==> config.mk <==
export PLATFORM = sky130hd
export DESIGN_NAME = prp_front
export DESIGN_NICKNAME = d
export VERILOG_FILES = /design/src/rtl/prp_pkg.sv /design/src/rtl/prp_front.sv
export SDC_FILE = /design/constraint.sdc
export NUM_CORES = 1
export LEC_CHECK = 0
export BUFFER_PORTS_ARGS = -buffer_cell sky130_fd_sc_hd__buf_2
export CORE_MARGIN = 1.5
export CORE_UTILIZATION = 54
export DETAILED_ROUTE_END_ITERATION = 8
export PLACE_DENSITY = 0.85
export SYNTH_ARGS = -nofsm -noshare
export SYNTH_HDL_FRONTEND = slang
export SYNTH_SLANG_ARGS = --single-unit
==> constraint.sdc <==
create_clock -name clk -period 2.6 [get_ports clk]
set_clock_uncertainty 0.05 [all_clocks]
set_input_delay 0.13 -clock clk [delete_from_list [all_inputs] [get_ports clk]]
set_output_delay 0.13 -clock clk [all_outputs]
set_load 0.02 [all_outputs]
==> src/rtl/prp_pkg.sv <==
package prp_pkg;

  typedef enum logic {
    OP_BYTE,
    OP_READ
  } op_t;

  typedef struct packed {
    logic       cmd;
    logic [7:0] data_byte;
    logic       last_byte;
    logic [7:0] entry_index;
  } in_item_t;

  typedef struct packed {
    logic [7:0] red;
    logic [7:0] green;
    logic [7:0] blue;
    logic [7:0] entry_flag;
    logic [1:0] phase;
    logic [1:0] form;
    logic       entry_format;
    logic [1:0] error;
    logic [8:0] entries_loaded;
  } out_item_t;

  // queue entry between front and back
  typedef struct packed {
    op_t        op;
    logic [7:0] data_byte;
    logic       last_byte;
    logic [7:0] entry_index;
  } q_item_t;

  localparam logic [1:0] PH_HEADER  = 2'd0;
  localparam logic [1:0] PH_SKIP    = 2'd1;
  localparam logic [1:0] PH_ENTRIES = 2'd2;
  localparam logic [1:0] PH_DONE    = 2'd3;

  localparam logic [1:0] FORM_NONE   = 2'd0;
  localparam logic [1:0] FORM_BARE   = 2'd1;
  localparam logic [1:0] FORM_HEADER = 2'd2;

  localparam logic [1:0] ERR_NONE    = 2'd0;
  localparam logic [1:0] ERR_CORRUPT = 2'd1;
  localparam logic [1:0] ERR_FORMAT  = 2'd2;

  localparam logic       FMT_RGBX = 1'b0;
  localparam logic       FMT_RGB  = 1'b1;

  // header byte positions
  localparam logic [10:0] POS_MARKER   = 11'd0;
  localparam logic [10:0] POS_SECOND   = 11'd1;
  localparam logic [10:0] POS_START    = 11'd25;
  localparam logic [10:0] POS_COUNT_LO = 11'd29;
  localparam logic [10:0] POS_COUNT_HI = 11'd30;
  localparam logic [10:0] POS_FORMAT   = 11'd32;
  localparam logic [10:0] POS_HDR_LAST = 11'd36;   // header is 37 bytes
  localparam logic [10:0] POS_BARE_PRE = 11'd259;  // bare entries open at 260
  localparam logic [10:0] POS_MAX      = 11'd2047;

  localparam logic [16:0] BARE_COUNT  = 17'd256;
  localparam logic [7:0]  FLAG_RGB    = 8'd1;

endpackage

==> src/rtl/prp_front.sv <==
module prp_front (
  input  logic               clk,
  input  logic               rst,
  input  prp_pkg::in_item_t  item,
  input  logic               item_valid,
  output logic               item_ready,
  output prp_pkg::q_item_t   q_item,
  output logic               q_valid,
  input  logic               q_ready
);

  prp_pkg::q_item_t slots [2];
  prp_pkg::q_item_t entry;
  logic             wr_ptr;
  logic             rd_ptr;
  logic [1:0]       count;
  logic             push;
  logic             pop;

  assign item_ready = (count != 2'd2);
  assign q_valid    = (count != 2'd0);
  assign q_item     = slots[rd_ptr];
  assign push       = item_valid && item_ready;
  assign pop        = q_valid && q_ready;

  always_comb begin
    entry.op          = item.cmd ? prp_pkg::OP_READ : prp_pkg::OP_BYTE;
    entry.data_byte   = item.data_byte;
    entry.last_byte   = item.last_byte;
    entry.entry_index = item.entry_index;
  end

  always_ff @(posedge clk) begin
    if (push) begin
      slots[wr_ptr] <= entry;
    end
  end

  always_ff @(posedge clk) begin
    if (rst) begin
      wr_ptr <= 1'b0;
      rd_ptr <= 1'b0;
      count  <= 2'd0;
    end else begin
      if (push) begin
        wr_ptr <= !wr_ptr;
      end
      if (pop) begin
        rd_ptr <= !rd_ptr;
      end
      case ({push, pop})
        2'b10:   count <= count + 2'd1;
        2'b01:   count <= count - 2'd1;
        default: count <= count;
      endcase
    end
  end

  a_count_bound: assert property (@(posedge clk) disable iff (rst)
    count != 2'd3)
    else $error("queue count out of range");

  a_ptrs_track: assert property (@(posedge clk) disable iff (rst)
    (count == 2'd0 || count == 2'd2) |-> (wr_ptr == rd_ptr))
    else $error("queue pointers disagree with count");

endmodule

; After elaboration in Yosys (flattened, before gate mapping)
; Memory sizes are Yosys's and may differ from the RTL's. A register that Yosys moved wholly into a read port is not among the register bits.
; Index checks and enable logic that the tools add are counted.
; Widths: inputs -> output; s select.
[word_totals]
reg_bits = 4
mem_bits_rw = 36
inputBits = 22
out_inout_bits = 20
mem_count = 1
[mem_list]
columns = memory, words, width, rd, rd_clocked_by_memory_dff, wr, line
row1 = slots, 2, 18, 1, 1, 1, prp_front.sv:12  ; prp_pkg::q_item_t slots [2];
[op_classes]
n_addsub = 2
eq_ne = 3
n_mux = 6
reduce_logical = 6
[ops]
columns = cell, n
row1 = $mux 1, 5
row2 = $pmux 2 s2, 1
row3 = $reduce_bool 2->1, 2
row4 = $add 2x1->2 const B, 1
row5 = $eq 2x1->1 const B, 1
row6 = $eq 2x2->1 const B, 1
row7 = $logic_and 1x1->1, 2
row8 = $logic_not 1->1, 2
row9 = $ne 2x2->1 const B, 1
row10 = $sub 2x1->2 const B, 1

; Logic depth before layout (Yosys ltp)
; Gate-level depths: netlist of run 1.
[logic_depth]
depth_word = 4
mapped_depth = 6

; Worst setup path before layout of run 1
; OpenSTA, ideal clock, no wires.
[synth_timing]
path_type = flip-flop to flip-flop
startpoint = reg count[0]
endpoint = mem slots[1][0] (netlist name), enable pin
t_arrival_ps = 1260
setup_slack_ps = 914
path_stages_with_launch = 3
path_buffers = 0
path_cell_list = dfxtp_1 > nand2b_1 > and3_1
[synth_between]
elab_chain_len = 4
[synth_rtl]
columns = item, line
row1 = from (decl), prp_front.sv:16  ; logic [1:0] count;
row2 = from (signal assigned), prp_front.sv:52  ; 2'b10: count <= count + 2'd1;
row3 = from (signal assigned), prp_front.sv:53  ; 2'b01: count <= count - 2'd1;
row4 = from (signal assigned), prp_front.sv:54  ; default: count <= count;
row5 = $ne 2x2->1, prp_front.sv:20  ; assign item_ready = (count != 2'd2);
row6 = named net item_ready, prp_front.sv:6  ; output logic item_ready,
row7 = $logic_and 1x1->1, prp_front.sv:23  ; assign push = item_valid && item_ready;
row8 = $mux 1, prp_front.sv:34  ; if (push) begin
row9 = $mux 1 (not written as such), prp_front.sv:35  ; slots[wr_ptr] <= entry;
row10 = to (decl), prp_front.sv:12
; The timed path passes the listed nets, and every way through them passes these cells.

==> flow_summary.yaml, run 1 <==
clocking:
  cts_max_path_buffers: 2
  clk_latency_ps: 330
  cts.reportedPaths.clkPinSlew_ps: 100
  root_buffer: "clkbuf_4"
  cts_buffers: 5
  cts_sinks: 41
  ctsHtreeMaxLevel: 2
  tritoncts: "done"
drt:
  ant_nets: 0
  totalWireLength_um: 2720
  drt_iter0_drc: 8
  via_count: 883
  drc: 0
  dr.pass1.iters: 2
  wl_per_cell_um: 15.4
  post_drt_via_cell_ratio: 4.99
power:
  power_switching_mw: 0.580
  pwr-share-comb_pct: 32.2
  p_int_mw: 1.24
  pwr-share-clk_pct: 17.3
  power_density_mw_per_mm2: 910
  p_leak_nw: 0.773
  seq_power_share_pct: 50.5
  switching_share_pct: 31.9
  ir_worst_vdd_mv: 0.772
timing:
  grt_setup_unrepaired: "false"
  slew_headroom_pct: 46.2
  setup_violations: 0
  worst-slew-pin-transition_ps: 807
  finalCritPeriodShare_pct: 74.1
  period_needed_ps: 1930
  hold_violations: 0
  drv_slew: 0
  fin_setup_tns_ps: 0
  max_freq_ghz: 0.519
die:
  die_h_um: 56.0
  core_mm2: 0.00271
  start_util_pct: 56.0
  die_w_um: 56.0
  ios: 42
  dieArea_mm2: 0.00313
  placementRows: 19
finish:
  seq_area_mm2: 0.00118
  area_growth_pct: 31.8
  fin_nets: 168
  drive_gt1_share_pct: 45.9
  antenna_cells: 0
  multiInputGateArea_um2: 322
  fin_util_pct: 73.8
  fill_cells: 192
yosys:
  synth_seq_cells: 41
  synth-main-ff-cell: "edfxtp_1"
  syn_avg_cell_area_um2: 19.0
  synth_common_cells: "edfxtp_1 (36), mux2_2 (18), dfxtp_1 (5)"
  synth_top_area_share_pct: 71.3
  synthArstFlopShare_pct: 0
  synthCells: 80
  synth_nets: 103
  syn_area_mm2: 0.00152
  synth_edf_count: 36
  synth_cell_types: 19
  ys_top_cells_by_area: "edfxtp_1 (71%), mux2_2 (13%), dfxtp_1 (6.6%)"
  yosysTopAreaCell: "edfxtp_1"
  synth.most_common_cell: "edfxtp_1"
  yosysWarnings: 0
  synth_seq_area_share_pct: 77.9
worst_setup_path:
  critPathArrivalTime_ps: 1750
  required_ps: 2420
  reg2reg_slack_ps: 820
  end_kind: "primary output"
  crit_end: "q_item[10]"
  cp_max_fo: 18
  start_kind: "register"
  path_class: "register to primary output"
  rr_worst_depth: 2
  r2r_end: "slots[1][11]"
  r2r_start: "count[0]"
placement:
  finalWeightedCongestion: 0.663
  dpl.hpwl_um: 1790
  portBuffers: 41
min_path:
  hold_path.class: "input pin to register"
global_route:
  grt_pass1_wl_um: 4280
  overflow: 0
  grt_antenna_before_repair: 0
  grt_max_degree: 19
  grt.busiest_layer: "met2"
  grt_util_met3_pct: 6.98
  grt_pass1_vias: 890
  grt_usage_pct: 19.6
  met1_usage_pct: 22.1
  gr-usage-met2_pct: 34.3
run_status:
  status: "finished clean"
flow_run:
  drv_cap: 0
[sequential cells by signal (all words and copies together), names as in the netlist, named ones only]
| signal | flops |
|---|---|
| count | 2 |
| rd_ptr | 1 |
| slots | 36 |
| wr_ptr | 1 |
[critical path, cell delays in order, from the launching register on]
cell and delay [ps]:
dfxtp_1 840, mux2_2 420, buf_2 160
[worst min-delay path by stage]
stage                from      endpoint  slack (ps)  depth (start not counted)
3_3_place_gp     item[13]  slots[1][13]         270                          1
2_1_floorplan         rst      count[1]         150                          1
3_5_place_dp     item[17]  slots[0][17]         280                          1
4_1_cts        item_valid        wr_ptr          50                          3
6_report       item_valid        wr_ptr          70                          3
5_1_grt        item_valid        wr_ptr          70                          3
[per-layer routing]
metal | share of wire, % | vias up
met2 | 53 | 32
li1 | - | 435
met3 | 5.5 | 5
met4 | 1.8 | 0
met1 | 39 | 411
met5 | 0 | -
[stage by stage]
| stage | hold slack [ps] | std cells | cell area (um^2) | worst slack, ps | power [mW] |
|---|---|---|---|---|---|
| detailed placement | 275 | 150 | 1750 | 822 | 1.50 |
| global route | 70.0 | 177 | 2000 | 535 | 1.92 |
| global placement | 270 | 150 | 1750 | 894 | 1.48 |
| finish | 72.4 | 177 | 2000 | 672 | 1.82 |
| floorplan | 149 | 80 | 1520 | 914 | 1.33 |
| CTS | 54.2 | 177 | 2000 | 616 | 1.84 |
[cells by family (layout without fill, tap and decap cells)]
kind of cell               Yosys count  count (layout)  synth area share, %
buffers and inverters                3              69                0.907
DFF                                 41              41                 77.9
muxes                               18              18                 13.4
xor gates and xnor gates             3               3                 1.73
AOI/OAI and AO/OA                    5               5                 2.15
and+or+nand+nor                      9               9                 3.14
adders and majority gates            1               1                0.825
[area by class of cell]
type                       instances  area share [%]
multi-input combinational         36            16.1
inverter                           1           0.188
clock buffer                       8            2.94
tap                               31            1.94
sequential                        41            59.1
timing repair buffer              60            19.8
[timing repair]
action                    4_1_cts  5_1_grt
hold buffers                   19        0
hold endpoints to repair       41        0
gates resized for setup         0        0
buffers inserted                0        0
[cell usage in the layout (no fill, tap or decap)]
cell / Yosys / layout
inv_1: 1 / 1
clkbuf_1: 0 / 2
nand2b_1: 1 / 1
buf_2: 2 / 41
or2_2: 1 / 1
nand3b_1: 1 / 1
nand2_1: 1 / 1
mux2_2: 18 / 18
ha_1: 1 / 1
xor2_1: 1 / 1
a21bo_2: 1 / 1
clkbuf_4: 0 / 5
edfxtp_1: 36 / 36
nor2_1: 3 / 3
dlygate4sd3_1: 0 / 19
and3_1: 1 / 1
dfxtp_1: 5 / 5
or3_1: 1 / 1
a21oi_1: 2 / 2
xnor2_1: 2 / 2
clkbuf_8: 0 / 1
o21ai_0: 1 / 1
o21a_1: 1 / 1
[power groups by stage]
stage / combinational, mW / clock [mW] / sequential, mW
final: 0.586 / 0.315 / 0.918
after global routing: 0.632 / 0.350 / 0.934
after global placement: 0.553 / 0 / 0.924
after floorplan: 0.446 / 0 / 0.880
after detailed placement: 0.564 / 0 / 0.936
after CTS: 0.590 / 0.327 / 0.921
Note: power is estimated with default switching activity, not from simulation.
==> run 2, diff against run 1 <==
--- a/config.mk
+++ b/config.mk
@@ -5,11 +5,12 @@
 export SDC_FILE = /design/constraint.sdc
 export NUM_CORES = 1
 export LEC_CHECK = 0
+export ABC_AREA = 1
 export BUFFER_PORTS_ARGS = -buffer_cell sky130_fd_sc_hd__buf_2
 export CORE_MARGIN = 1.5
-export CORE_UTILIZATION = 54
+export CORE_UTILIZATION = 51
 export DETAILED_ROUTE_END_ITERATION = 8
-export PLACE_DENSITY = 0.85
+export PLACE_DENSITY = 0.81
 export SYNTH_ARGS = -nofsm -noshare
 export SYNTH_HDL_FRONTEND = slang
 export SYNTH_SLANG_ARGS = --single-unit
==> constraint.sdc (replaced) <==
create_clock -name clk -period 2 [get_ports clk]
set_clock_uncertainty 0.05 [all_clocks]
set_input_delay 0.1 -clock clk [delete_from_list [all_inputs] [get_ports clk]]
set_output_delay 0.1 -clock clk [all_outputs]
set_load 0.02 [all_outputs]
==> run 2 against run 1 <==
Compared with the run above:
- flip-flop and latch count unchanged
- area after synthesis up 5.3%
- non-clock buffer count up 6
- register-to-register slack worse by 400 ps
- sequential share of layout area down 2.9 points
- critical path depth up 1
- largest cell class unchanged
- routed wire length down 8.0%
==> flow_summary.yaml, run 2 <==
yosys:
  synth_nets: 117
  syn_avg_cell_area_um2: 17.0
  ys_top_cells_by_area: "edfxtp_1 (68%), mux2_4 (9.4%), dfxtp_1 (6.3%)"
  synthArstFlopShare_pct: 0
  synth_cell_types: 15
  synth-xor-area-share_pct: 0
  yosysTopAreaCell: "edfxtp_1"
  synth.area.mux_share_pct: 15.0
  synth_seq_cells: 41
  synth_common_cells: "edfxtp_1 (36), mux2_4 (10), nor2_1 (10)"
  synth_seq_area_share_pct: 74.0
  synth.most_common_cell: "edfxtp_1"
  synthCells: 94
  synthAdderAreaFrac_pct: 0.784
  synth_edf_count: 36
  synth-compound-area-share_pct: 1.57
  synth-simple-area-share_pct: 4.78
  synth_top_family_by_area: "multiplexers"
  synth_top_area_share_pct: 67.7
  synth-main-ff-cell: "edfxtp_1"
  syn_area_mm2: 0.00160
  yosysWarnings: 0
power:
  power_switching_mw: 0.604
  pwr-share-clk_pct: 17.8
  switching_share_pct: 29.3
  pwr-share-comb_pct: 29.5
  power_density_mw_per_mm2: 979
  p_leak_nw: 0.864
  seq_power_share_pct: 52.7
  ir_worst_vdd_mv: 0.545
  p_int_mw: 1.45
  p_total_mw: 2.06
timing:
  finalCritPeriodShare_pct: 87.4
  fin_setup_tns_ps: 0
  finalWorstSetupSlack_ps: 253
  worst-slew-pin-transition_ps: 241
  period_needed_ps: 1750
  drv_slew: 0
  hold_violations: 0
  grt_setup_unrepaired: "false"
  slew_headroom_pct: 83.9
  setup_violations: 0
  max_freq_ghz: 0.572
min_path:
  hold_path.class: "input pin to register"
  worst_hold_path.num_cells: 4
drt:
  via_count: 974
  totalWireLength_um: 2500
  drc: 0
  post_drt_via_cell_ratio: 4.89
  drt_iter0_drc: 32
  dr.pass1.iters: 4
  ant_nets: 0
  wl_per_cell_um: 12.6
finish:
  drive_gt1_share_pct: 44.0
  seq_area_mm2: 0.00118
  largest_reg_flops: 36
  regMostFlops: "slots"
  stdcell_area_mm2: 0.00210
  antenna_cells: 0
  fill_cells: 219
  finalNonFillerCells: 199
  area_growth_pct: 31.7
  multiInputGateArea_um2: 359
  fin_nets: 188
  final_cell_mix: "buf_2 (41), edfxtp_1 (36), dlygate4sd3_1 (20)"
  largestRegisters: "slots (36), count (2)"
  layout_commonest_cell: "buf_2"
worst_setup_path:
  critPathArrivalTime_ps: 1600
  end_kind: "primary output"
  start_kind: "register"
  required_ps: 1850
  cp_max_fo: 14
  path_class: "register to primary output"
  rr_worst_depth: 6
global_route:
  grt_util_met3_pct: 6.37
  grt.busiest_layer: "met2"
  grt_max_degree: 15
  grt_usage_pct: 15.9
  grt_antenna_before_repair: 0
  grt_pass1_wl_um: 3930
  overflow: 0
  gr-usage-met2_pct: 25.9
  grt_pass1_vias: 984
  met1_usage_pct: 17.0
die:
  ios: 42
  dieArea_mm2: 0.00348
  core_mm2: 0.00300
  placementRows: 20
  die_h_um: 59.0
  start_util_pct: 53.2
  die_w_um: 59.0
placement:
  portBuffers: 41
  finalWeightedCongestion: 0.659
  pre_cts_ws_ps: 543
  dpl.hpwl_um: 1650
  place_area_mm2: 0.00185
  place_inst: 171
flow_run:
  drv_cap: 0
clocking:
  cts_resized: 0
  post_cts_buffers: 0
  ctsHtreeMaxLevel: 2
  cts.reportedPaths.clkPinSlew_ps: 100
  cts_sinks: 41
  tritoncts: "done"
  root_buffer: "clkbuf_4"
  cts_max_path_buffers: 2
  clk_latency_ps: 320
  cts_buffers: 5
run_status:
  status: "finished clean"
-- run 2: final timing paths --
path                            startpoint    endpoint  slack (ps)
worst max-delay path              register  q_item[17]         250
worst min-delay path                   rst    count[1]          20
worst max register to register    count[0]      wr_ptr         420
worst min register to register      rd_ptr    register         470
-- run 2: logic make-up (layout without fill, tap and decap cells) --
| group | after synthesis | in the layout |
|---|---|---|
| and+or+nand+nor | 19 | 19 |
| AOI/OAI and AO/OA | 5 | 5 |
| DFF | 41 | 41 |
| buffers and inverters | 10 | 82 |
| adders and majority gates | 1 | 1 |
| muxes | 18 | 18 |
-- run 2: power groups by stage --
stage               Sequential [mW]  Combinational [mW]  Clock (mW)
CTS                            1.09               0.612       0.385
global placement               1.10               0.565           0
finish                         1.09               0.608       0.366
floorplan                      1.09               0.437           0
global route                   1.10               0.660       0.416
detailed placement             1.11               0.577           0
-- run 2: cell type report --
cell class,count,share of cell area (%)
clock inverter,1,0.178
sequential,41,56.2
multi-input combinational,43,17.1
timing repair buffer,66,21.1
inverter,8,1.43
clock buffer,7,2.14
tap,33,1.96
-- run 2: repair_timing --
item,4_1_cts,5_1_grt
hold endpoints to repair,37,0
endpoints found under the setup margin,0,0
hold buffers,20,0
-- run 2: layer usage --
layer  routed length, um  up-vias
li1                    -      480
met1                 992      449
met2                1260       34
met3                 166       11
met4                  89        0
met5                   0        -
-- run 2: worst max-delay path, stage by stage, from the launching register on --
cell,delay [ps]
dfxtp_1,440
buf_4,300
mux2_2,360
buf_2,160
-- run 2: per-stage QoR --
step | hold WS (ps) | utilization [%]
finish | 23.9 | 70.0
global placement | 238 | 61.8
detailed placement | 242 | 61.8
floorplan | 149 | -
global route | 25.6 | 70.0
CTS | 3.29 | 70.0
==> run 3, diff against run 2 <==
--- a/config.mk
+++ b/config.mk
@@ -5,12 +5,12 @@
 export SDC_FILE = /design/constraint.sdc
 export NUM_CORES = 1
 export LEC_CHECK = 0
-export ABC_AREA = 1
 export BUFFER_PORTS_ARGS = -buffer_cell sky130_fd_sc_hd__buf_2
 export CORE_MARGIN = 1.5
-export CORE_UTILIZATION = 51
+export CORE_UTILIZATION = 50
 export DETAILED_ROUTE_END_ITERATION = 8
-export PLACE_DENSITY = 0.81
+export PLACE_DENSITY = 0.8
+export SLEW_MARGIN = 10
 export SYNTH_ARGS = -nofsm -noshare
 export SYNTH_HDL_FRONTEND = slang
 export SYNTH_SLANG_ARGS = --single-unit
==> run 3 against run 2 <==
Compared with the run above:
- the flow now finishes with violations (DRC)
- utilization up 3.9 points
- die area is 3.0% lower
- global-route usage is 1.8 points higher
- register-to-register slack lost 160 ps
- critical path depth rose by 2
- setup slack gained 5.5 ps
- total power up 27%
- critical endpoint is now count[1]
==> flow_summary.yaml, run 3 (synthesized netlist as in run 1, its figures left out) <==
clocking:
  post_cts_buffers: 0
  cts.reportedPaths.clkPinSlew_ps: 110
  ctsHtreeMaxLevel: 2
  cts_hold_buf: 19
  clk_latency_ps: 340
  root_buffer: "clkbuf_4"
  cts_sinks: 41
  tritoncts: "done"
  cts_max_path_buffers: 2
  cts_buffers: 5
  cts_resized: 0
timing:
  max_freq_ghz: 0.574
  finalCritPeriodShare_pct: 87.1
  finalWorstSetupSlack_ps: 258
  hold_violations: 0
  drv_slew: 0
  fin_setup_tns_ps: 0
  worst-slew-pin-transition_ps: 266
  grt_setup_unrepaired: "false"
  setup_violations: 0
  period_needed_ps: 1740
  slew_headroom_pct: 82.2
drt:
  ant_nets: 0
  drt_iter0_drc: 21
  via_count: 917
  drc: 1
  post_drt_via_cell_ratio: 5.07
  totalWireLength_um: 2660
  dr.pass1.iters: 9
  wl_per_cell_um: 14.7
finish:
  largest_reg_flops: 36
  fin_nets: 172
  seq_area_mm2: 0.00118
  area_growth_pct: 36.7
  final_cell_mix: "buf_2 (41), edfxtp_1 (36), dlygate4sd3_1 (19)"
  regMostFlops: "slots"
  largestRegisters: "slots (36), count (2)"
  multiInputGateArea_um2: 322
  antenna_cells: 0
  drive_gt1_share_pct: 48.7
  fill_cells: 197
  layout_commonest_cell: "buf_2"
power:
  power_density_mw_per_mm2: 1260
  p_total_mw: 2.62
  p_leak_nw: 0.816
  ir_worst_vdd_mv: 0.882
die:
  die_w_um: 58.1
  ios: 42
  placementRows: 19
  die_h_um: 58.1
  core_mm2: 0.00281
  start_util_pct: 54.1
  dieArea_mm2: 0.00337
global_route:
  grt_max_degree: 16
  grt_usage_pct: 17.7
  grt_pass1_vias: 942
  grt_pass1_wl_um: 4230
  overflow: 0
  grt_antenna_before_repair: 0
min_path:
  hold_path.class: "input pin to register"
worst_setup_path:
  end_kind: "register"
  start_kind: "register"
  required_ps: 2230
  cp_max_fo: 5
  critPathArrivalTime_ps: 1970
  path_class: "register to register"
placement:
  pre_cts_ws_ps: 301
  portBuffers: 41
  finalWeightedCongestion: 0.688
  dpl.hpwl_um: 1730
flow_run:
  drv_cap: 0
run_status:
  status: "finished, violations left"
  violations: "DRC"
## run 3: cell type report
| class | instances | area share (%) |
|---|---|---|
| clock inverter | 3 | 3.14 |
| sequential | 41 | 57.0 |
| clock buffer | 5 | 1.81 |
| timing repair buffer | 64 | 20.5 |
| inverter | 1 | 0.181 |
| tap | 31 | 1.87 |
| multi-input combinational | 36 | 15.5 |
## run 3: worst max-delay path, cell delays in order (launching register included)
cell      delay (ps)
dfxtp_1          440
nand2b_1         230
nand2_1           80
ha_1             340
or3_1            380
a21oi_1          160
## run 3: report_power, final
part	internal (mW)	total [mW]	leakage [nW]	switching, mW
sequential	1.09	1.15	0.378	0.0618
clock	0.387	0.638	0.0552	0.251
combinational	0.370	0.833	0.383	0.463
total	1.84	2.62	0.816	0.776
## run 3: path summary, 6_finish.rpt
path | from | to | slack, ps | depth (start not counted)
max | count[0] | count[1] | 260 | 5
min reg2reg | rd_ptr | register | 490 | 2
min | item_valid | wr_ptr | 30 | 3
max reg2reg | count[0] | count[1] | 260 | 5
## run 3: per-stage QoR
step / instances / hold slack (ps) / cell area (um^2) / utilization, %
after floorplan: 80 / 119 / 1520 / -
after global placement: 154 / 239 / 1780 / 63.5
after detailed placement: 154 / 242 / 1780 / 63.5
after CTS: 181 / 17.4 / 2070 / 73.9
after global routing: 181 / 31.4 / 2070 / 73.9
final: 181 / 30.3 / 2070 / 73.9
## run 3: metal layers
metal  GRT usage, %  vias to the layer above  share of wire [%]
li1               -                      443                  -
met1           20.2                      434                 40
met2           30.0                       34                 53
met3           6.25                        6                5.5
met4           7.97                        0                2.1
met5              0                        -                  0
